<file path="config.mk">
export PLATFORM = sky130hd
export DESIGN_NAME = button_press_classifier_flat
export DESIGN_NICKNAME = d
export VERILOG_FILES = /design/src/sv/bpc_pkg.sv /design/src/sv/bpc_poll_if.sv /design/src/sv/bpc_event_if.sv /design/src/sv/bpc_in_stage.sv /design/src/sv/bpc_timer.sv /design/src/sv/bpc_fsm.sv /design/src/sv/bpc_out_stage.sv /design/src/sv/button_press_classifier.sv /design/src/flat_wrapper.sv
export SDC_FILE = /design/constraint.sdc
export NUM_CORES = 1
export LEC_CHECK = 0
export ABC_AREA = 1
export BUFFER_PORTS_ARGS = -buffer_cell sky130_fd_sc_hd__buf_2
export CORE_MARGIN = 2
export CORE_UTILIZATION = 30
export DETAILED_ROUTE_END_ITERATION = 10
export HOLD_SLACK_MARGIN = 0.08
export PLACE_DENSITY_LB_ADDON = 0.12
export SLEW_MARGIN = 30
export SYNTH_ARGS = -nofsm -noshare
export SYNTH_HDL_FRONTEND = slang
export SYNTH_HIERARCHICAL = 1
export SYNTH_SLANG_ARGS = --single-unit
</file>
<file path="constraint.sdc">
create_clock -name i_clk -period 3.41 [get_ports i_clk]
set_input_delay 0.1705 -clock i_clk [delete_from_list [all_inputs] [get_ports i_clk]]
set_output_delay 0.1705 -clock i_clk [all_outputs]
set_load 0.01 [all_outputs]
</file>
<file path="src/sv/bpc_pkg.sv">
// Shared types and constants for the button press classifier
`default_nettype none

package bpc_pkg;

    localparam int unsigned LEVEL_W = 1;
    localparam int unsigned TIME_W  = 32;
    localparam int unsigned UNIT_W  = 16;
    localparam int unsigned THR_W   = 20;
    localparam int unsigned EVENT_W = 3;

    localparam logic [LEVEL_W-1:0] ACTIVE_LEVEL_RST = 1'b0;
    localparam logic [UNIT_W-1:0]  UNIT_MS_RST      = 16'd100;

    typedef enum logic [0:0] {
        CFG_ACTIVE_LEVEL = 1'b0,
        CFG_UNIT_MS      = 1'b1
    } t_cfg_idx;

    typedef enum logic [EVENT_W-1:0] {
        EV_IDLE    = 3'd0,
        EV_PRESS   = 3'd1,
        EV_SHORT   = 3'd2,
        EV_DOUBLE  = 3'd3,
        EV_LONG    = 3'd4,
        EV_KEEP    = 3'd5,
        EV_RELEASE = 3'd6
    } t_event;

    typedef enum logic [2:0] {
        PH_IDLE    = 3'd0,
        PH_SHORT   = 3'd1,
        PH_DOUBLE  = 3'd2,
        PH_LONG    = 3'd3,
        PH_KEEP    = 3'd4,
        PH_RELEASE = 3'd5
    } t_phase;

    typedef enum logic [1:0] {
        UNITS_1  = 2'd0,
        UNITS_2  = 2'd1,
        UNITS_5  = 2'd2,
        UNITS_10 = 2'd3
    } t_units;

    typedef struct packed {
        logic [LEVEL_W-1:0] pin_level;
        logic [TIME_W-1:0]  now_ms;
    } t_poll;

    typedef struct packed {
        logic   call;
        logic   clear;
        logic   changed;
        t_units units;
    } t_tmr_req;

endpackage

`default_nettype wire

</file>
<file path="src/sv/bpc_poll_if.sv">
// Poll channel: valid, ready and the sampled pin level with its timestamp
`default_nettype none

interface bpc_poll_if;
    logic        valid;
    logic        ready;
    logic [0:0]  pin_level;
    logic [31:0] now_ms;

    modport source (output valid, output pin_level, output now_ms, input ready);
    modport sink   (input valid, input pin_level, input now_ms, output ready);
endinterface

`default_nettype wire

</file>
<file path="src/sv/bpc_event_if.sv">
// Event channel: valid, ready and the classified event code
`default_nettype none

interface bpc_event_if;
    logic       valid;
    logic       ready;
    logic [2:0] event_code;

    modport source (output valid, output event_code, input ready);
    modport sink   (input valid, input event_code, output ready);
endinterface

`default_nettype wire

</file>
<file path="src/sv/bpc_in_stage.sv">
// Input register for poll transactions
`default_nettype none

module bpc_in_stage (
    input  wire logic          i_clk,
    input  wire logic          i_rst_n,
    input  wire logic          i_advance,
    bpc_poll_if.sink           i_poll,
    output bpc_pkg::t_poll     o_poll,
    output logic               o_valid
);
    import bpc_pkg::*;

    logic  r_valid;
    t_poll r_poll;
    logic  w_load;

    assign w_load       = !r_valid || i_advance;
    assign i_poll.ready = w_load;
    assign o_poll       = r_poll;
    assign o_valid      = r_valid;

    always_ff @(posedge i_clk) begin
        if (!i_rst_n) begin
            r_valid <= 1'b0;
        end else if (w_load) begin
            r_valid <= i_poll.valid;
        end
    end

    always_ff @(posedge i_clk) begin
        if (w_load && i_poll.valid) begin
            r_poll.pin_level <= i_poll.pin_level;
            r_poll.now_ms    <= i_poll.now_ms;
        end
    end

endmodule

`default_nettype wire

</file>
<file path="src/sv/bpc_timer.sv">
// Debounce timer: start stamp, running flag and the two rearm flags
`default_nettype none

module bpc_timer (
    input  wire logic                          i_clk,
    input  wire logic                          i_rst_n,
    input  wire logic                          i_step,
    input  wire bpc_pkg::t_tmr_req             i_req,
    input  wire logic [bpc_pkg::TIME_W-1:0]    i_now_ms,
    input  wire logic [bpc_pkg::UNIT_W-1:0]    i_unit_ms,
    output logic                               o_expired
);
    import bpc_pkg::*;

    logic              r_run;
    logic              r_eq;
    logic              r_uneq;
    logic [TIME_W-1:0] r_start;
    logic              n_run;
    logic              n_eq;
    logic              n_uneq;
    logic [TIME_W-1:0] n_start;

    logic [THR_W-1:0]  w_unit;
    logic [THR_W-1:0]  w_thr;
    logic [TIME_W-1:0] w_elapsed;
    logic              w_eff_run;

    assign w_unit    = {{(THR_W-UNIT_W){1'b0}}, i_unit_ms};
    assign w_elapsed = i_now_ms - r_start;
    assign w_eff_run = i_req.changed ? (r_run && !r_uneq) : (r_run && !r_eq);

    always_comb begin
        case (i_req.units)
            UNITS_1:  w_thr = w_unit;
            UNITS_2:  w_thr = w_unit << 1;
            UNITS_5:  w_thr = (w_unit << 2) + w_unit;
            UNITS_10: w_thr = (w_unit << 3) + (w_unit << 1);
            default:  w_thr = w_unit;
        endcase
    end

    assign o_expired = i_req.call && w_eff_run &&
                       (w_elapsed >= {{(TIME_W-THR_W){1'b0}}, w_thr});

    always_comb begin
        n_run   = r_run;
        n_eq    = r_eq;
        n_uneq  = r_uneq;
        n_start = r_start;
        if (i_req.call) begin
            n_eq   = i_req.changed;
            n_uneq = !i_req.changed;
            if (!w_eff_run) begin
                n_run   = 1'b1;
                n_start = i_now_ms;
            end else begin
                n_run = !o_expired;
            end
        end else if (i_req.clear) begin
            n_run = 1'b0;
        end
    end

    always_ff @(posedge i_clk) begin
        if (!i_rst_n) begin
            r_run   <= 1'b0;
            r_eq    <= 1'b0;
            r_uneq  <= 1'b0;
            r_start <= '0;
        end else if (i_step) begin
            r_run   <= n_run;
            r_eq    <= n_eq;
            r_uneq  <= n_uneq;
            r_start <= n_start;
        end
    end

endmodule

`default_nettype wire

</file>
<file path="src/sv/bpc_fsm.sv">
// Press classification state machine
`default_nettype none

module bpc_fsm (
    input  wire logic                          i_clk,
    input  wire logic                          i_rst_n,
    input  wire logic                          i_step,
    input  wire bpc_pkg::t_poll                i_poll,
    input  wire logic [bpc_pkg::LEVEL_W-1:0]   i_active_level,
    input  wire logic                          i_expired,
    output bpc_pkg::t_tmr_req                  o_req,
    output bpc_pkg::t_event                    o_event
);
    import bpc_pkg::*;

    t_phase r_phase;
    logic   r_rec;
    t_event r_last;
    t_phase n_phase;
    logic   n_rec;
    t_event n_event;

    logic   w_cur;
    logic   w_changed;

    assign w_cur     = (i_poll.pin_level == i_active_level);
    assign w_changed = (w_cur != r_rec);
    assign o_event   = n_event;

    always_comb begin
        o_req.call    = 1'b1;
        o_req.clear   = 1'b0;
        o_req.changed = w_changed;
        o_req.units   = UNITS_1;
        case (r_phase)
            PH_IDLE: begin
                if (!w_changed) begin
                    o_req.call  = 1'b0;
                    o_req.clear = 1'b1;
                end
            end
            PH_RELEASE, PH_DOUBLE: begin
                if (!w_changed) begin
                    o_req.units = UNITS_2;
                end
            end
            PH_SHORT: begin
                if (!w_changed) begin
                    o_req.units = UNITS_10;
                end
            end
            PH_LONG, PH_KEEP: begin
                if (!w_changed) begin
                    o_req.units = UNITS_5;
                end
            end
            default: begin
                o_req.call = 1'b0;
            end
        endcase
    end

    always_comb begin
        n_phase       = r_phase;
        n_rec         = r_rec;
        n_event       = EV_IDLE;
        case (r_phase)
            PH_IDLE: begin
                if (w_changed) begin
                    if (i_expired) begin
                        n_phase = PH_SHORT;
                        n_rec   = w_cur;
                    end
                end
            end
            PH_RELEASE: begin
                if (w_changed) begin
                    if (i_expired) begin
                        n_phase = PH_SHORT;
                        n_rec   = w_cur;
                    end
                end else begin
                    if (i_expired) begin
                        n_phase = PH_IDLE;
                    end
                end
            end
            PH_SHORT: begin
                if (w_changed) begin
                    if (i_expired) begin
                        n_phase = PH_DOUBLE;
                        n_rec   = w_cur;
                    end
                end else begin
                    if (r_last != EV_PRESS) begin
                        n_event = EV_PRESS;
                    end
                    if (i_expired) begin
                        n_phase = PH_LONG;
                        n_rec   = w_cur;
                    end
                end
            end
            PH_DOUBLE: begin
                if (w_changed) begin
                    if (i_expired) begin
                        n_phase = PH_KEEP;
                        n_event = EV_DOUBLE;
                        n_rec   = w_cur;
                    end
                end else begin
                    if (i_expired) begin
                        n_phase = PH_IDLE;
                        n_event = EV_SHORT;
                    end
                end
            end
            PH_LONG: begin
                if (w_changed) begin
                    if (i_expired) begin
                        n_phase = PH_IDLE;
                        n_rec   = w_cur;
                    end
                end else begin
                    if (r_last == EV_PRESS) begin
                        n_event = EV_PRESS;
                    end
                    if (i_expired) begin
                        n_phase = PH_KEEP;
                        n_event = EV_LONG;
                    end
                end
            end
            PH_KEEP: begin
                if (w_changed) begin
                    if (i_expired) begin
                        n_phase = PH_RELEASE;
                        n_event = EV_RELEASE;
                        n_rec   = w_cur;
                    end
                end else begin
                    if (i_expired) begin
                        n_event = EV_KEEP;
                    end
                end
            end
            default: begin
                n_phase = r_phase;
            end
        endcase
    end

    always_ff @(posedge i_clk) begin
        if (!i_rst_n) begin
            r_phase <= PH_IDLE;
            r_rec   <= 1'b0;
            r_last  <= EV_IDLE;
        end else if (i_step) begin
            r_phase <= n_phase;
            r_rec   <= n_rec;
            r_last  <= n_event;
        end
    end

endmodule

`default_nettype wire

</file>
<file path="src/sv/bpc_out_stage.sv">
// Result register for event transactions
`default_nettype none

module bpc_out_stage (
    input  wire logic              i_clk,
    input  wire logic              i_rst_n,
    input  wire logic              i_valid,
    input  wire bpc_pkg::t_event   i_event,
    output logic                   o_advance,
    bpc_event_if.source            o_event
);
    import bpc_pkg::*;

    logic   r_valid;
    t_event r_event;

    assign o_advance          = !r_valid || o_event.ready;
    assign o_event.valid      = r_valid;
    assign o_event.event_code = r_event;

    always_ff @(posedge i_clk) begin
        if (!i_rst_n) begin
            r_valid <= 1'b0;
        end else if (o_advance) begin
            r_valid <= i_valid;
        end
    end

    always_ff @(posedge i_clk) begin
        if (o_advance && i_valid) begin
            r_event <= i_event;
        end
    end

endmodule

`default_nettype wire

</file>
<file path="src/sv/button_press_classifier.sv">
// Top level of the button press classifier
//
//   channel   dir  transaction payload
//   i_poll    in   pin_level[0:0], now_ms[31:0]
//   o_event   out  event_code[2:0]
//   i_cfg_*   in   idx 0 active_level, idx 1 debounce_unit_ms
//
// One poll per clock unless the result stalls; each poll yields one registered event.
// The state update sits between the input register and the result register.
// Reset: classifier idle, key taken as released, unit 100 ms, active level 0.
// A stalled result holds both registers; the input side keeps filling an empty slot.
`default_nettype none

module button_press_classifier (
    input  wire logic                          i_clk,
    input  wire logic                          i_rst_n,
    bpc_poll_if.sink                           i_poll,
    bpc_event_if.source                        o_event,
    input  wire logic                          i_cfg_we,
    input  wire logic [0:0]                    i_cfg_idx,
    input  wire logic [bpc_pkg::UNIT_W-1:0]    i_cfg_data
);
    import bpc_pkg::*;

    logic [LEVEL_W-1:0] r_active_level;
    logic [UNIT_W-1:0]  r_unit_ms;

    t_poll    w_poll;
    logic     w_poll_valid;
    logic     w_advance;
    logic     w_step;
    logic     w_expired;
    t_tmr_req w_req;
    t_event   w_event;

    assign w_step = w_advance && w_poll_valid;

    always_ff @(posedge i_clk) begin
        if (!i_rst_n) begin
            r_active_level <= ACTIVE_LEVEL_RST;
            r_unit_ms      <= UNIT_MS_RST;
        end else if (i_cfg_we) begin
            case (t_cfg_idx'(i_cfg_idx))
                CFG_ACTIVE_LEVEL: r_active_level <= i_cfg_data[LEVEL_W-1:0];
                CFG_UNIT_MS:      r_unit_ms      <= i_cfg_data;
                default:          r_unit_ms      <= r_unit_ms;
            endcase
        end
    end

    bpc_in_stage u_in_stage (
        .i_clk     (i_clk),
        .i_rst_n   (i_rst_n),
        .i_advance (w_advance),
        .i_poll    (i_poll),
        .o_poll    (w_poll),
        .o_valid   (w_poll_valid)
    );

    bpc_timer u_timer (
        .i_clk     (i_clk),
        .i_rst_n   (i_rst_n),
        .i_step    (w_step),
        .i_req     (w_req),
        .i_now_ms  (w_poll.now_ms),
        .i_unit_ms (r_unit_ms),
        .o_expired (w_expired)
    );

    bpc_fsm u_fsm (
        .i_clk          (i_clk),
        .i_rst_n        (i_rst_n),
        .i_step         (w_step),
        .i_poll         (w_poll),
        .i_active_level (r_active_level),
        .i_expired      (w_expired),
        .o_req          (w_req),
        .o_event        (w_event)
    );

    bpc_out_stage u_out_stage (
        .i_clk     (i_clk),
        .i_rst_n   (i_rst_n),
        .i_valid   (w_poll_valid),
        .i_event   (w_event),
        .o_advance (w_advance),
        .o_event   (o_event)
    );

endmodule

`default_nettype wire

</file>
<file path="src/flat_wrapper.sv">
// flat-port wrapper written by rule: the top's interface ports become plain ports
module button_press_classifier_flat import bpc_pkg::*;
  (i_clk, i_rst_n, i_cfg_we, i_cfg_idx, i_cfg_data, i_poll_valid, i_poll_pin_level, i_poll_now_ms, i_poll_ready, o_event_valid, o_event_event_code, o_event_ready);
  bpc_poll_if i_poll_i ();
  bpc_event_if o_event_i ();
  input  wire logic i_clk;
  input  wire logic i_rst_n;
  input  wire logic i_cfg_we;
  input  wire logic [0:0] i_cfg_idx;
  input  wire logic [bpc_pkg::UNIT_W-1:0] i_cfg_data;
  input wire logic [$bits(i_poll_i.valid)-1:0] i_poll_valid;
  input wire logic [$bits(i_poll_i.pin_level)-1:0] i_poll_pin_level;
  input wire logic [$bits(i_poll_i.now_ms)-1:0] i_poll_now_ms;
  output wire logic [$bits(i_poll_i.ready)-1:0] i_poll_ready;
  output wire logic [$bits(o_event_i.valid)-1:0] o_event_valid;
  output wire logic [$bits(o_event_i.event_code)-1:0] o_event_event_code;
  input wire logic [$bits(o_event_i.ready)-1:0] o_event_ready;
  assign i_poll_i.valid = i_poll_valid;
  assign i_poll_i.pin_level = i_poll_pin_level;
  assign i_poll_i.now_ms = i_poll_now_ms;
  assign i_poll_ready = i_poll_i.ready;
  assign o_event_valid = o_event_i.valid;
  assign o_event_event_code = o_event_i.event_code;
  assign o_event_i.ready = o_event_ready;
  button_press_classifier u_core (.i_clk(i_clk), .i_rst_n(i_rst_n), .i_poll(i_poll_i), .o_event(o_event_i), .i_cfg_we(i_cfg_we), .i_cfg_idx(i_cfg_idx), .i_cfg_data(i_cfg_data));
endmodule
</file>
==> results summary, run 1 <==
The run finished, with violations left. The final reports fail on negative setup slack. For the pin with the worst max-slew slack, the measured transition is 0.5826 ns.

The die span in y is 164.5 um. The share of the core filled with cells in the final layout is 0.4231. Among all flip-flop cells after synthesis, the most frequent one is sky130_fd_sc_hd__dfxtp_1. The final antenna-violating net count is 0. The wire length after detailed routing is 21,620 um. The part of the Yosys area used for sequential elements came out at 0.2978. In the finished design, the share of the clock period the worst path needs comes to 1.103. The synthesized area per cell is 6.590 um^2. The antenna diode count came out at 0. The worst setup path is captured at a register.

At the end of the flow, the number of nets in the layout was 1,561. The maximum clock insertion buffer count is 2. The cell type of the slowest stage on the worst timing path is sky130_fd_sc_hd__dfxtp_4. The latest clock arrival within the worst-skew pair is 0.37 ns.

The detailed-placement wirelength estimate is 17,220 um. Among the stages of the critical path, the cell type that occurs most often is sky130_fd_sc_hd__a21oi_2. The final setup skew is 0.01467 ns. The share of power burned in combinational logic is 0.421.

The first-pass detailed-route iteration total came out at 5. The net count of the mapped netlist came out at 1,295. For this run, the number of standard cells in the final layout without fillers is 1,774.

For this design the ratio of total power to cell area is 388.0 mW/mm^2. The first global-routing pass estimated 36,310 um of wire. The number of antenna violations at the first check in global routing came out at 0. Counting flops and latches in the post-synthesis netlist gives 97. The least setup slack across all paths after layout came out at -0.3504 ns. The CTS buffer count came out at 9. Grouping stages by cell kind, the critical path spends the most delay in compound AO/OA/AOI/OAI gates.

The share of the synthesized area in the top cell type is 0.1646. Yosys mapped a number of flops with a built-in enable equal to 36. The cell taking the most area after synthesis is sky130_fd_sc_hd__nand2_1. The total power is 4145 uW. The reported net switching power is 1544 uW.

Of all nets on the critical path, the largest fanout is 4. The area added between synthesis and finish is 38.22%. Synthesis produced 1,173 cells.

The sequential group share of total power came out at 0.321. The area of the mapped netlist came out at 0.007730 mm^2. TritonCTS built the clock tree.

The number of clock sinks came out at 97. In this run the worst hold path is classified as in -> reg. The startpoint-to-endpoint class of the critical path is reg -> reg. The data required time of the critical path came out at 3.71 ns. Yosys attributes the largest share of cell area to sky130_fd_sc_hd__nand2_1, sky130_fd_sc_hd__dfxtp_1, sky130_fd_sc_hd__edfxtp_1, sky130_fd_sc_hd__ha_1, sky130_fd_sc_hd__inv_1. The last weighted congestion value of the routability-driven placer is 0.8785. Yosys instantiated no cell more often than sky130_fd_sc_hd__nand2_1.

The tool flagged a number of max-cap violations equal to 0. Counting tap cells, the placed design contains a total of 1,706 instances. The ratio of cells with drive above 1 in the final layout is 0.2569.

In the routed layout, each cell is associated on average with a via count of 4.361. The total global routing overflow is 0. The total number of vias came out at 7,736. The global router's overall resource usage is 0.1674. The CTS clock-pin slew for the worst setup and hold paths is 0.08 ns. The starting density of the core came out at 0.3061. Setup repair after global routing could not meet its margin everywhere.

The via count of the first global-routing pass was 7,662. The violation count after the first detailed-routing iteration is 296. The final-report setup violation count came out at 10.

The max-slew violation count came out at 0. The post-synthesis async set-or-reset flop share came out at 0. The maximum single-stage delay on the critical path is 0.38 ns. The count of endpoints failing hold in the final timing report was 0. The switching share of power is 0.3724. The number of placement rows is 58. The relative slew slack is 0.6116. The analysis attributes to cell leakage a power of 0.005387 uW. By count the netlist is led by sky130_fd_sc_hd__nand2_1, sky130_fd_sc_hd__inv_1, sky130_fd_sc_hd__nor2_1.

The Yosys warning count is 6. After routing, the total negative slack on setup checks comes to -2.909 ns. The internal cell power is 2602 uW.

The fmax came out at 0.2659 GHz. The shortest period the worst path allows is 3.760 ns. The number of primary I/O pins came out at 60. The floorplan step defined a core boundary enclosing 0.02525 mm^2.

Of the total power, the clock network draws 0.259. Dividing the detail-routed wire length by the instance count gives 12.19 um. The synthesized netlist contains 45 unique library cells. The number of filler cells placed in the layout is 2,670. The maximum number of pins on one net before global-route repair came out at 62.

The tree is rooted in a sky130_fd_sc_hd__clkbuf_16. The count of buffering cells on the critical path with inverters included came out at 3. The worst IR drop on VDD is 0.0002609 V. From left edge to right edge, the die measures 164.5 um. The die covers 0.02707 mm^2. The clock tree synthesis step divided the H-tree into 3 levels. The worst setup path is launched from a register. After detailed routing, the number of remaining DRC violations is 0. The worst setup slack after placement is -0.5392 ns. The worst path arrival time is 4.06 ns. The number of buffers added on ports is 59.
sequential cells by signal, indices dropped and copies added (netlist names):
signal / count
u_core/r_active_level: 1
u_core/u_out_stage/o_event.valid: 1
u_core/u_in_stage/o_poll: 33
u_core/u_timer/r_run: 1
u_core/u_in_stage/o_valid: 1
u_core/u_out_stage/o_event.event_code: 3
u_core/u_fsm/r_rec: 1
u_core/u_fsm/r_phase: 3
u_core/u_timer/r_eq: 1
u_core/u_timer/r_uneq: 1
u_core/u_fsm/r_last: 3
u_core/r_unit_ms: 16
u_core/u_timer/r_start: 32
power groups by stage:
stage / Combinational, uW / Sequential (uW) / Clock, uW
after floorplan: 1020 / 1350 / 0
after global placement: 1620 / 1350 / 0
after detailed placement: 1620 / 1350 / 0
after CTS: 1720 / 1330 / 1120
after global routing: 1990 / 1340 / 1160
final: 1740 / 1330 / 1070
routing by layer:
metal | global-route usage | vias up | share of wire
met5 | 0 | - | 0
met4 | 0.04150 | 0 | 0.015
met3 | 0.02009 | 20 | 0.017
met2 | 0.3026 | 73 | 0.48
met1 | 0.2112 | 3371 | 0.49
li1 | - | 4272 | -
logic make-up (layout without fill, tap and decap cells):
| logic type | after synthesis | in the layout | share of synthesized area |
|---|---|---|---|
| and+or+nand+nor | 560 | 560 | 0.3093 |
| buffers and inverters | 236 | 507 | 0.1185 |
| AOI/OAI and AO/OA | 186 | 186 | 0.1334 |
| DFF | 97 | 97 | 0.2978 |
| adders and majority gates | 67 | 67 | 0.1104 |
| xor gates and xnor gates | 27 | 27 | 0.03059 |
per-stage QoR:
step	hold slack, ns	cell area [um^2]
6_report	0.08727	10680
5_1_grt	0.09573	10680
4_1_cts	0.08167	10500
3_5_place_dp	0.3486	9632
3_3_place_gp	0.3470	9629
2_1_floorplan	0.2694	7787
layout by cell type (no fill, tap or decap), types with 36 or more instances in the layout:
cell | netlist | layout
sky130_fd_sc_hd__a21oi_1 | 83 | 71
sky130_fd_sc_hd__buf_2 | 2 | 58
sky130_fd_sc_hd__buf_4 | 1 | 167
sky130_fd_sc_hd__dfxtp_1 | 61 | 52
sky130_fd_sc_hd__dlygate4sd3_1 | 0 | 45
sky130_fd_sc_hd__edfxtp_1 | 36 | 36
sky130_fd_sc_hd__ha_1 | 65 | 61
sky130_fd_sc_hd__inv_1 | 197 | 194
sky130_fd_sc_hd__nand2_1 | 339 | 331
sky130_fd_sc_hd__nand3_1 | 58 | 54
sky130_fd_sc_hd__nor2_1 | 99 | 91
sky130_fd_sc_hd__o21ai_0 | 62 | 56
path summary, 6_finish.rpt:
kind / slack [ns] / from / cells after the start / end
hold reg to reg: 0.46 / u_core/u_timer/r_start[22] / 2 / u_core/u_timer/r_start[22]
hold / removal: 0.09 / i_cfg_data[13] / 3 / u_core/r_unit_ms[13]
setup reg to reg: -0.35 / u_core/r_unit_ms[2] / 28 / u_core/u_fsm/r_phase[1]
setup / recovery: -0.35 / u_core/r_unit_ms[2] / 28 / u_core/u_fsm/r_phase[1]
worst reg2reg max path, delay by kind of cell, from the launching register on:
kind | cells | cell delay (ns)
AOI/OAI and AO/OA | 10 | 1.29
and+or+nand+nor | 12 | 1.05
adders and majority gates | 3 | 0.77
DFF | 1 | 0.38
buffers and inverters | 3 | 0.22
layout make-up:
cell class / instances / area, um^2 / share of cell area
sequential: 97 / 2318 / 0.2170
tap: 330 / 412.9 / 0.03865
multi-input combinational: 840 / 4790 / 0.4483
timing repair buffer: 272 / 2026 / 0.1896
clock buffer: 9 / 225.2 / 0.02108
clock inverter: 7 / 85.08 / 0.007963
inverter: 219 / 827.0 / 0.07741
timing repair:
action                     in CTS  in global routing
setup endpoints to repair      10                 11
hold buffers                   45                  0
pin swaps                       3                 10
buffers inserted                2                  5
gates resized for setup        27                 37
hold endpoints to repair       45                  0
Power figures use the tool's default switching activity.
==> inputs of run 2 (changes only) <==
--- a/config.mk
+++ b/config.mk
@@ -11,7 +11,7 @@
 export CORE_UTILIZATION = 30
 export DETAILED_ROUTE_END_ITERATION = 10
 export HOLD_SLACK_MARGIN = 0.08
-export PLACE_DENSITY_LB_ADDON = 0.12
+export PLACE_DENSITY_LB_ADDON = 0.1
 export SLEW_MARGIN = 30
 export SYNTH_ARGS = -nofsm -noshare
 export SYNTH_HDL_FRONTEND = slang
==> results summary, run 2 (synthesis gave the netlist of run 1 again) <==
The ratio of cells with drive above 1 in the final layout came out at 0.2477 (was 0.2569). The CTS buffer count came out at 9 (unchanged). The count of endpoints failing hold in the final timing report is 0 (unchanged). The detail-routed net length per standard cell was 12.43 um (was 12.19 um). The actual transition at the worst max-transition pin was 0.5816 ns (was 0.5826 ns).

The total power came to 4176 uW (was 4145 uW). The total global routing overflow came to 0 (unchanged). The post-route clock period utilization is 1.144 (was 1.103).

The share of the core filled with cells in the final layout is 0.4206 (was 0.4231). The count of buffering cells on the critical path with inverters included is 3 (unchanged). The placed cell count is 1,704 (was 1,706). The family of cells with the greatest summed delay on the critical path is compound AO/OA/AOI/OAI gates (unchanged). The final standard cell area without fillers came out at 0.01062 mm^2 (was 0.01068 mm^2). The maximum number of pins on one net before global-route repair is 60 (was 62). The flip-flop count of the largest register, all copies and words added came to 33 (unchanged). The last weighted congestion value of the routability-driven placer is 0.8450 (was 0.8785). The clock tree from TritonCTS was built (unchanged). The worst path arrival time came out at 4.20 ns (was 4.06 ns).

The area added between synthesis and finish came to 37.41% (was 38.22%). The leakage power figure was 0.005392 uW (was 0.005387 uW). The x dimension of the die came out at 164.5 um (unchanged). The latest clock arrival within the worst-skew pair came to 0.36 ns (was 0.37 ns). The clock root buffer is sky130_fd_sc_hd__clkbuf_16 (unchanged). The relative slew slack is 0.6123 (was 0.6116). The number of primary I/O pins came to 60 (unchanged). The number of buffers added on ports is 59 (unchanged). The final antenna-violating net count came out at 0 (unchanged). The area of the core is 0.02525 mm^2 (unchanged). The fmax is 0.2563 GHz (was 0.2659 GHz). The number of antenna violations at the first check in global routing came out at 0 (unchanged).

The filler-free cell count of the finished design is 1,771 (was 1,774). The maximum clock insertion buffer count is 2 (unchanged). The die outline area is 0.02707 mm^2 (unchanged). The post-place instance area came out at 0.009614 mm^2 (was 0.009632 mm^2). The maximum single-stage delay on the critical path came out at 0.39 ns (was 0.38 ns).

The number of placement rows was 58 (unchanged). The timing startpoint of the critical path was u_core/r_unit_ms[2] (unchanged). The number of filler cells placed in the layout is 2,713 (was 2,670). The total number of vias was 7,604 (was 7,736). The highest fanout seen on the critical path came out at 5 (was 4). The number of clock sinks came out at 97 (unchanged). The leading cell type in the layout, fill and taps excluded is sky130_fd_sc_hd__nand2_1 (unchanged). The via count of the first global-routing pass was 7,433 (was 7,662). The worst IR drop on VDD is 0.0002749 V (was 0.0002609 V). Status: complete, but fails checks (unchanged). The data required time of the critical path is 3.71 ns (about the same).

The die span in y came out at 164.5 um (unchanged). The type of element capturing the critical path is a register (unchanged). The startpoint of the lowest-slack hold path is i_cfg_data[13] (unchanged). The antenna diode count came to 0 (unchanged). The maximum level of the CTS H-tree is 3 (unchanged). The total DRC errors in the routed layout was 0 (unchanged). The detailed-placement wirelength estimate came out at 17,620 um (was 17,220 um). The CTS clock-pin slew for the worst setup and hold paths came to 0.08 ns (about the same). Violations in the final reports: negative setup slack (unchanged).

The violation count after the first detailed-routing iteration is 298 (was 296). The starting density of the core was 0.3061 (unchanged). The reg-to-reg critical path startpoint is u_core/r_unit_ms[2] (unchanged).

The global router's overall resource usage was 0.1691 (was 0.1674). The max-capacitance violation count is 0 (unchanged). The power per cell area came out at 393.2 mW/mm^2 (was 388.0 mW/mm^2). The cell type of the slowest stage on the worst timing path is sky130_fd_sc_hd__dfxtp_4 (unchanged). The global-route wire length before repair came out at 36,180 um (was 36,310 um). The final-report setup violation count came to 10 (unchanged). The most used cell along the critical path is sky130_fd_sc_hd__a21oi_2 (unchanged). The least setup slack across all paths after layout is -0.4912 ns (was -0.3504 ns). The first-pass detailed-route iteration total is 5 (unchanged). The final setup skew came out at 0.01465 ns (was 0.01467 ns). RSZ-0062 raised after global routing: yes (unchanged). The shortest period the worst path allows came out at 3.901 ns (was 3.760 ns). The per-cell via count in the routed design is 4.294 (was 4.361). The number of nets in the finished design is 1,558 (was 1,561).

Commonest non-fill, non-tap cells in the layout: sky130_fd_sc_hd__nand2_1, sky130_fd_sc_hd__inv_1, sky130_fd_sc_hd__buf_4 (unchanged). The max-slew violation count is 0 (unchanged). The startpoint-to-endpoint class of the critical path is reg -> reg (unchanged). The nature of the critical path startpoint was a register (unchanged). The wire length after detailed routing is 22,010 um (was 21,620 um). The classification of the worst-slack hold path is in -> reg (unchanged).
==> run 2: cell count changes in the layout (fill, tap and decap cells not counted), moves of 4 or more <==
cell                      before  now
sky130_fd_sc_hd__nand2_2      26   22
sky130_fd_sc_hd__dfxtp_1      52   56
sky130_fd_sc_hd__nand2_1     331  335
sky130_fd_sc_hd__buf_4       167  161
==> run 2: worst paths after layout <==
check                                    end  slack, ns  depth (start not counted)
hold reg to reg   u_core/u_timer/r_start[15]       0.46                          2
setup reg to reg      u_core/u_fsm/r_last[0]      -0.49                         28
setup / recovery      u_core/u_fsm/r_last[0]      -0.49                         28
hold / removal          u_core/r_unit_ms[13]       0.09                          3
==> run 2: what timing repair did <==
item                                    4_1_cts  5_1_grt
hold buffers                                 45        0
pin swaps                                     7       22
setup buffers                                 2        4
endpoints found under the setup margin       10       11
hold endpoints to repair                     45        0
resized for setup                            20       30
gates cloned                                  0        0
==> run 2: power by group <==
part           internal (uW)  leakage [uW]  switching, uW
clock network            579      0.000148            522
logic                    783       0.00439            965
registers               1280      0.000854           41.7
total                   2650       0.00539           1530
==> run 2: area by class of cell <==
class,instances,area [um^2],area share
inverters,219,827.0,0.07787
flip-flops and latches,97,2311,0.2176
well taps,330,412.9,0.03887
repair buffers,269,2008,0.1891
multi-input cells,840,4761,0.4482
clock inverters,7,76.32,0.007186
clock buffers,9,225.2,0.02120
==> run 2: tightest hold or removal path: stages <==
cell and delay (ns):
sky130_fd_sc_hd__buf_2 0.07, sky130_fd_sc_hd__o21ai_0 0.08, sky130_fd_sc_hd__nor2_1 0.09
==> run 2: stage by stage <==
| step | setup WS, ns | hold slack, ns | setup TNS (ns) |
|---|---|---|---|
| after CTS | -0.4170 | 0.08118 | -3.410 |
| after floorplan | -0.09024 | 0.2694 | -0.2050 |
| after global routing | -0.7955 | 0.09317 | -7.366 |
| after detailed placement | -0.4972 | 0.3486 | -4.514 |
| after global placement | -0.4435 | 0.3475 | -4.026 |
| final | -0.4912 | 0.09278 | -4.098 |
==> run 2: routing by layer <==
| metal | vias up | global-route usage | wire length, um |
|---|---|---|---|
| met5 | - | 0 | 0 |
| met2 | 66 | 0.2841 | 9963 |
| met4 | 0 | 0.03597 | 207 |
| met3 | 18 | 0.02235 | 487 |
| met1 | 3259 | 0.2317 | 11350 |
| li1 | 4261 | - | - |
==> inputs of run 3 (changes only) <==
==> constraint.sdc (replaced) <==
create_clock -name i_clk -period 4.4 [get_ports i_clk]
set_input_delay 0.22 -clock i_clk [delete_from_list [all_inputs] [get_ports i_clk]]
set_output_delay 0.22 -clock i_clk [all_outputs]
set_load 0.01 [all_outputs]
==> results summary, run 3 (synthesis gave the netlist of run 1 again) <==
Commonest non-fill, non-tap cells in the layout: sky130_fd_sc_hd__nand2_1, sky130_fd_sc_hd__inv_1, sky130_fd_sc_hd__nor2_1 (was sky130_fd_sc_hd__nand2_1, sky130_fd_sc_hd__inv_1, sky130_fd_sc_hd__buf_4). The final-report setup violation count came to 0 (was 10). The final standard cell area without fillers is 0.009263 mm^2 (was 0.01062 mm^2). The CTS clock-pin slew for the worst setup and hold paths is 0.09 ns (was 0.08 ns). Walking the worst path, the cells encountered are ha_1 -> a21oi_1 -> nand2_1 -> nand2_1 -> nand3_1 -> or2_2 -> nand3_1 -> nand2_1 -> a221oi_1 -> ha_1 -> inv_1 -> nor3_1 -> a211oi_1 -> nand2_1 -> a21oi_1 -> nand2_1 -> nor2_2 -> a21oi_1 -> buf_4 -> nor2_1 -> nand3_1 -> nand3_1 -> nand3_1 -> a21oi_2. The classification of the worst-slack hold path is in -> reg (unchanged).

The final-layout worst hold slack came out at 0.09592 ns (was 0.09278 ns). The number of filler cells placed in the layout was 2,805 (was 2,713). The total power is 2933 uW (was 4176 uW). The setup TNS came out at 0 ns (was -4.098 ns). The startpoint-to-endpoint class of the critical path is reg -> reg (unchanged). The maximum number of pins on one net before global-route repair came out at 60 (unchanged). The last weighted congestion value of the routability-driven placer came to 0.8243 (was 0.8450). The global router's overall resource usage is 0.1561 (was 0.1691). The leakage power figure was 0.004595 uW (was 0.005392 uW).

The number of cells traversed by the worst hold path is 3 (unchanged). The total global routing overflow came out at 0 (unchanged). The flip-flop count of the largest register, all copies and words added is 33 (unchanged). The max-slew violation count is 0 (unchanged). The number of nets in the finished design was 1,401 (was 1,558). The area taken by multi-input logic gates is 0.004619 mm^2 (was 0.004761 mm^2).

The highest fanout seen on the critical path is 10 (was 5). The endpoint of the worst hold-timing path was u_core/r_unit_ms[9] (was u_core/r_unit_ms[13]). The latest clock arrival within the worst-skew pair came to 0.36 ns (about the same). The ratio of cells with drive above 1 in the final layout is 0.1449 (was 0.2477). The number of primary I/O pins is 60 (unchanged).

The count of endpoints failing hold in the final timing report is 0 (unchanged). The shortest period the worst path allows is 3.976 ns (was 3.901 ns). The number of clock sinks is 97 (unchanged). The total DRC errors in the routed layout is 0 (unchanged). The post-place instance area is 0.008458 mm^2 (was 0.009614 mm^2). The die span in y was 164.5 um (unchanged).

The antenna diode count is 0 (unchanged). The reg-to-reg critical path startpoint is u_core/r_unit_ms[7] (was u_core/r_unit_ms[2]). The final antenna-violating net count came out at 0 (unchanged). The depth of the most critical reg-to-reg path is 24 (was 28). The total number of vias came out at 7,167 (was 7,604). The reg-to-reg setup timing slack came out at 0.42 ns (was -0.49 ns). The placed cell count is 1,558 (was 1,704).

The cell type of the slowest stage on the worst timing path is sky130_fd_sc_hd__dfxtp_1 (was sky130_fd_sc_hd__dfxtp_4). The wire length after detailed routing came out at 20,260 um (was 22,010 um). The power per cell area is 316.7 mW/mm^2 (was 393.2 mW/mm^2). The detail-routed net length per standard cell came to 12.56 um (was 12.43 um).

The maximum level of the CTS H-tree is 3 (unchanged). The area added between synthesis and finish is 19.83% (was 37.41%). The nature of the critical path startpoint is a register (unchanged). The first-pass detailed-route iteration total came to 4 (was 5). The x dimension of the die is 164.5 um (unchanged).

The die outline area was 0.02707 mm^2 (unchanged). The filler-free cell count of the finished design came to 1,614 (was 1,771). The leading cell type in the layout, fill and taps excluded was sky130_fd_sc_hd__nand2_1 (unchanged). The worst path arrival time came out at 4.28 ns (was 4.20 ns).

The number of buffers added on ports is 59 (unchanged). The violation count after the first detailed-routing iteration was 355 (was 298). The maximum clock insertion buffer count came to 2 (unchanged). The post-route clock period utilization came to 0.9036 (was 1.144). The register area is 0.002312 mm^2 (was 0.002311 mm^2).

The worst IR drop on VDD came out at 0.0002092 V (was 0.0002749 V). The starting density of the core came out at 0.3061 (unchanged). The maximum single-stage delay on the critical path is 0.47 ns (was 0.39 ns). The relative slew slack is 0.6296 (was 0.6123).

The global-route wire length before repair is 33,510 um (was 36,180 um). The final setup skew is 0.01235 ns (was 0.01465 ns). The type of element capturing the critical path is a register (unchanged).

The data required time of the critical path came out at 4.70 ns (was 3.71 ns). The CTS buffer count is 9 (unchanged). The area of the core came out at 0.02525 mm^2 (unchanged). The number of placement rows is 58 (unchanged). The clock root buffer is sky130_fd_sc_hd__clkbuf_16 (unchanged). The per-cell via count in the routed design came to 4.441 (was 4.294). The startpoint of the lowest-slack hold path is i_cfg_data[9] (was i_cfg_data[13]). The max-capacitance violation count came out at 0 (unchanged). The clock tree from TritonCTS is built (unchanged). The number of antenna violations at the first check in global routing is 0 (unchanged). Status: finished, final reports clean (was complete, but fails checks). The endpoint of the worst register-to-register path is u_core/u_fsm/r_phase[1] (was u_core/u_fsm/r_last[0]). RSZ-0062 raised after global routing: no (was yes). The detailed-placement wirelength estimate came to 16,190 um (was 17,620 um). The fmax is 0.2515 GHz (was 0.2563 GHz). The actual transition at the worst max-transition pin came out at 0.5555 ns (was 0.5816 ns). The via count of the first global-routing pass came out at 6,607 (was 7,433).
-- run 3: cell types whose count changed in the layout (fill, tap and decap cells not counted), moves of 6 or more --
cell,previous run,this run
sky130_fd_sc_hd__dlygate4sd3_1,45,37
sky130_fd_sc_hd__a21oi_1,71,77
sky130_fd_sc_hd__buf_4,161,15
sky130_fd_sc_hd__a21oi_2,15,9
-- run 3: per-stage QoR --
stage,setup slack (ns),utilization
6_report,0.4243,0.3668
5_1_grt,0.01179,0.3668
4_1_cts,0.1049,0.3614
3_5_place_dp,0.1355,0.3349
3_3_place_gp,0.2151,0.3349
2_1_floorplan,0.6685,-
-- run 3: worst max path at each step --
stage | startpoint | to | slack, ns
floorplan | u_core/r_unit_ms[2] | u_core/u_out_stage/o_event.event_code[0] | 0.67
global placement | u_core/u_in_stage/o_poll[32] | u_core/u_out_stage/o_event.event_code[0] | 0.22
detailed placement | u_core/r_unit_ms[2] | u_core/u_out_stage/o_event.event_code[0] | 0.14
CTS | u_core/r_unit_ms[2] | u_core/u_out_stage/o_event.event_code[0] | 0.10
global route | u_core/r_unit_ms[0] | u_core/u_fsm/r_phase[1] | 0.01
finish | u_core/r_unit_ms[7] | u_core/u_fsm/r_phase[1] | 0.42
-- run 3: repair_timing --
item,in CTS,in global routing
endpoints found under the setup margin,0,9
buffers inserted,0,3
hold endpoints to repair,37,0
resized for setup,0,33
hold buffers,37,0
-- run 3: final cells by class --
class,count,area share
repair buffers,112,0.08524
well taps,330,0.04458
inverters,219,0.08969
clock inverters,7,0.007835
multi-input cells,840,0.4987
flip-flops and latches,97,0.2496
clock buffers,9,0.02431
-- run 3: worst max-delay path: cells and delay by family (launching register included) --
kind | cells | cell delay [ns]
adders and majority gates | 2 | 0.62
and+or+nand+nor | 14 | 1.46
AOI/OAI and AO/OA | 6 | 1.09
buffers and inverters | 2 | 0.26
DFF | 1 | 0.47
-- run 3: power breakdown --
group	internal (uW)	leakage, uW	switching [uW]
sequential	996	0.000853	40.8
combinational	415	0.00360	664
clock	401	0.000143	415
-- run 3: routing by layer --
layer / up-vias / GRT usage / wire length, um
met5: - / 0 / 0
met4: 0 / 0.03794 / 261
met3: 14 / 0.02285 / 429
met2: 77 / 0.2457 / 8899
met1: 3119 / 0.2242 / 10670
li1: 3957 / - / -
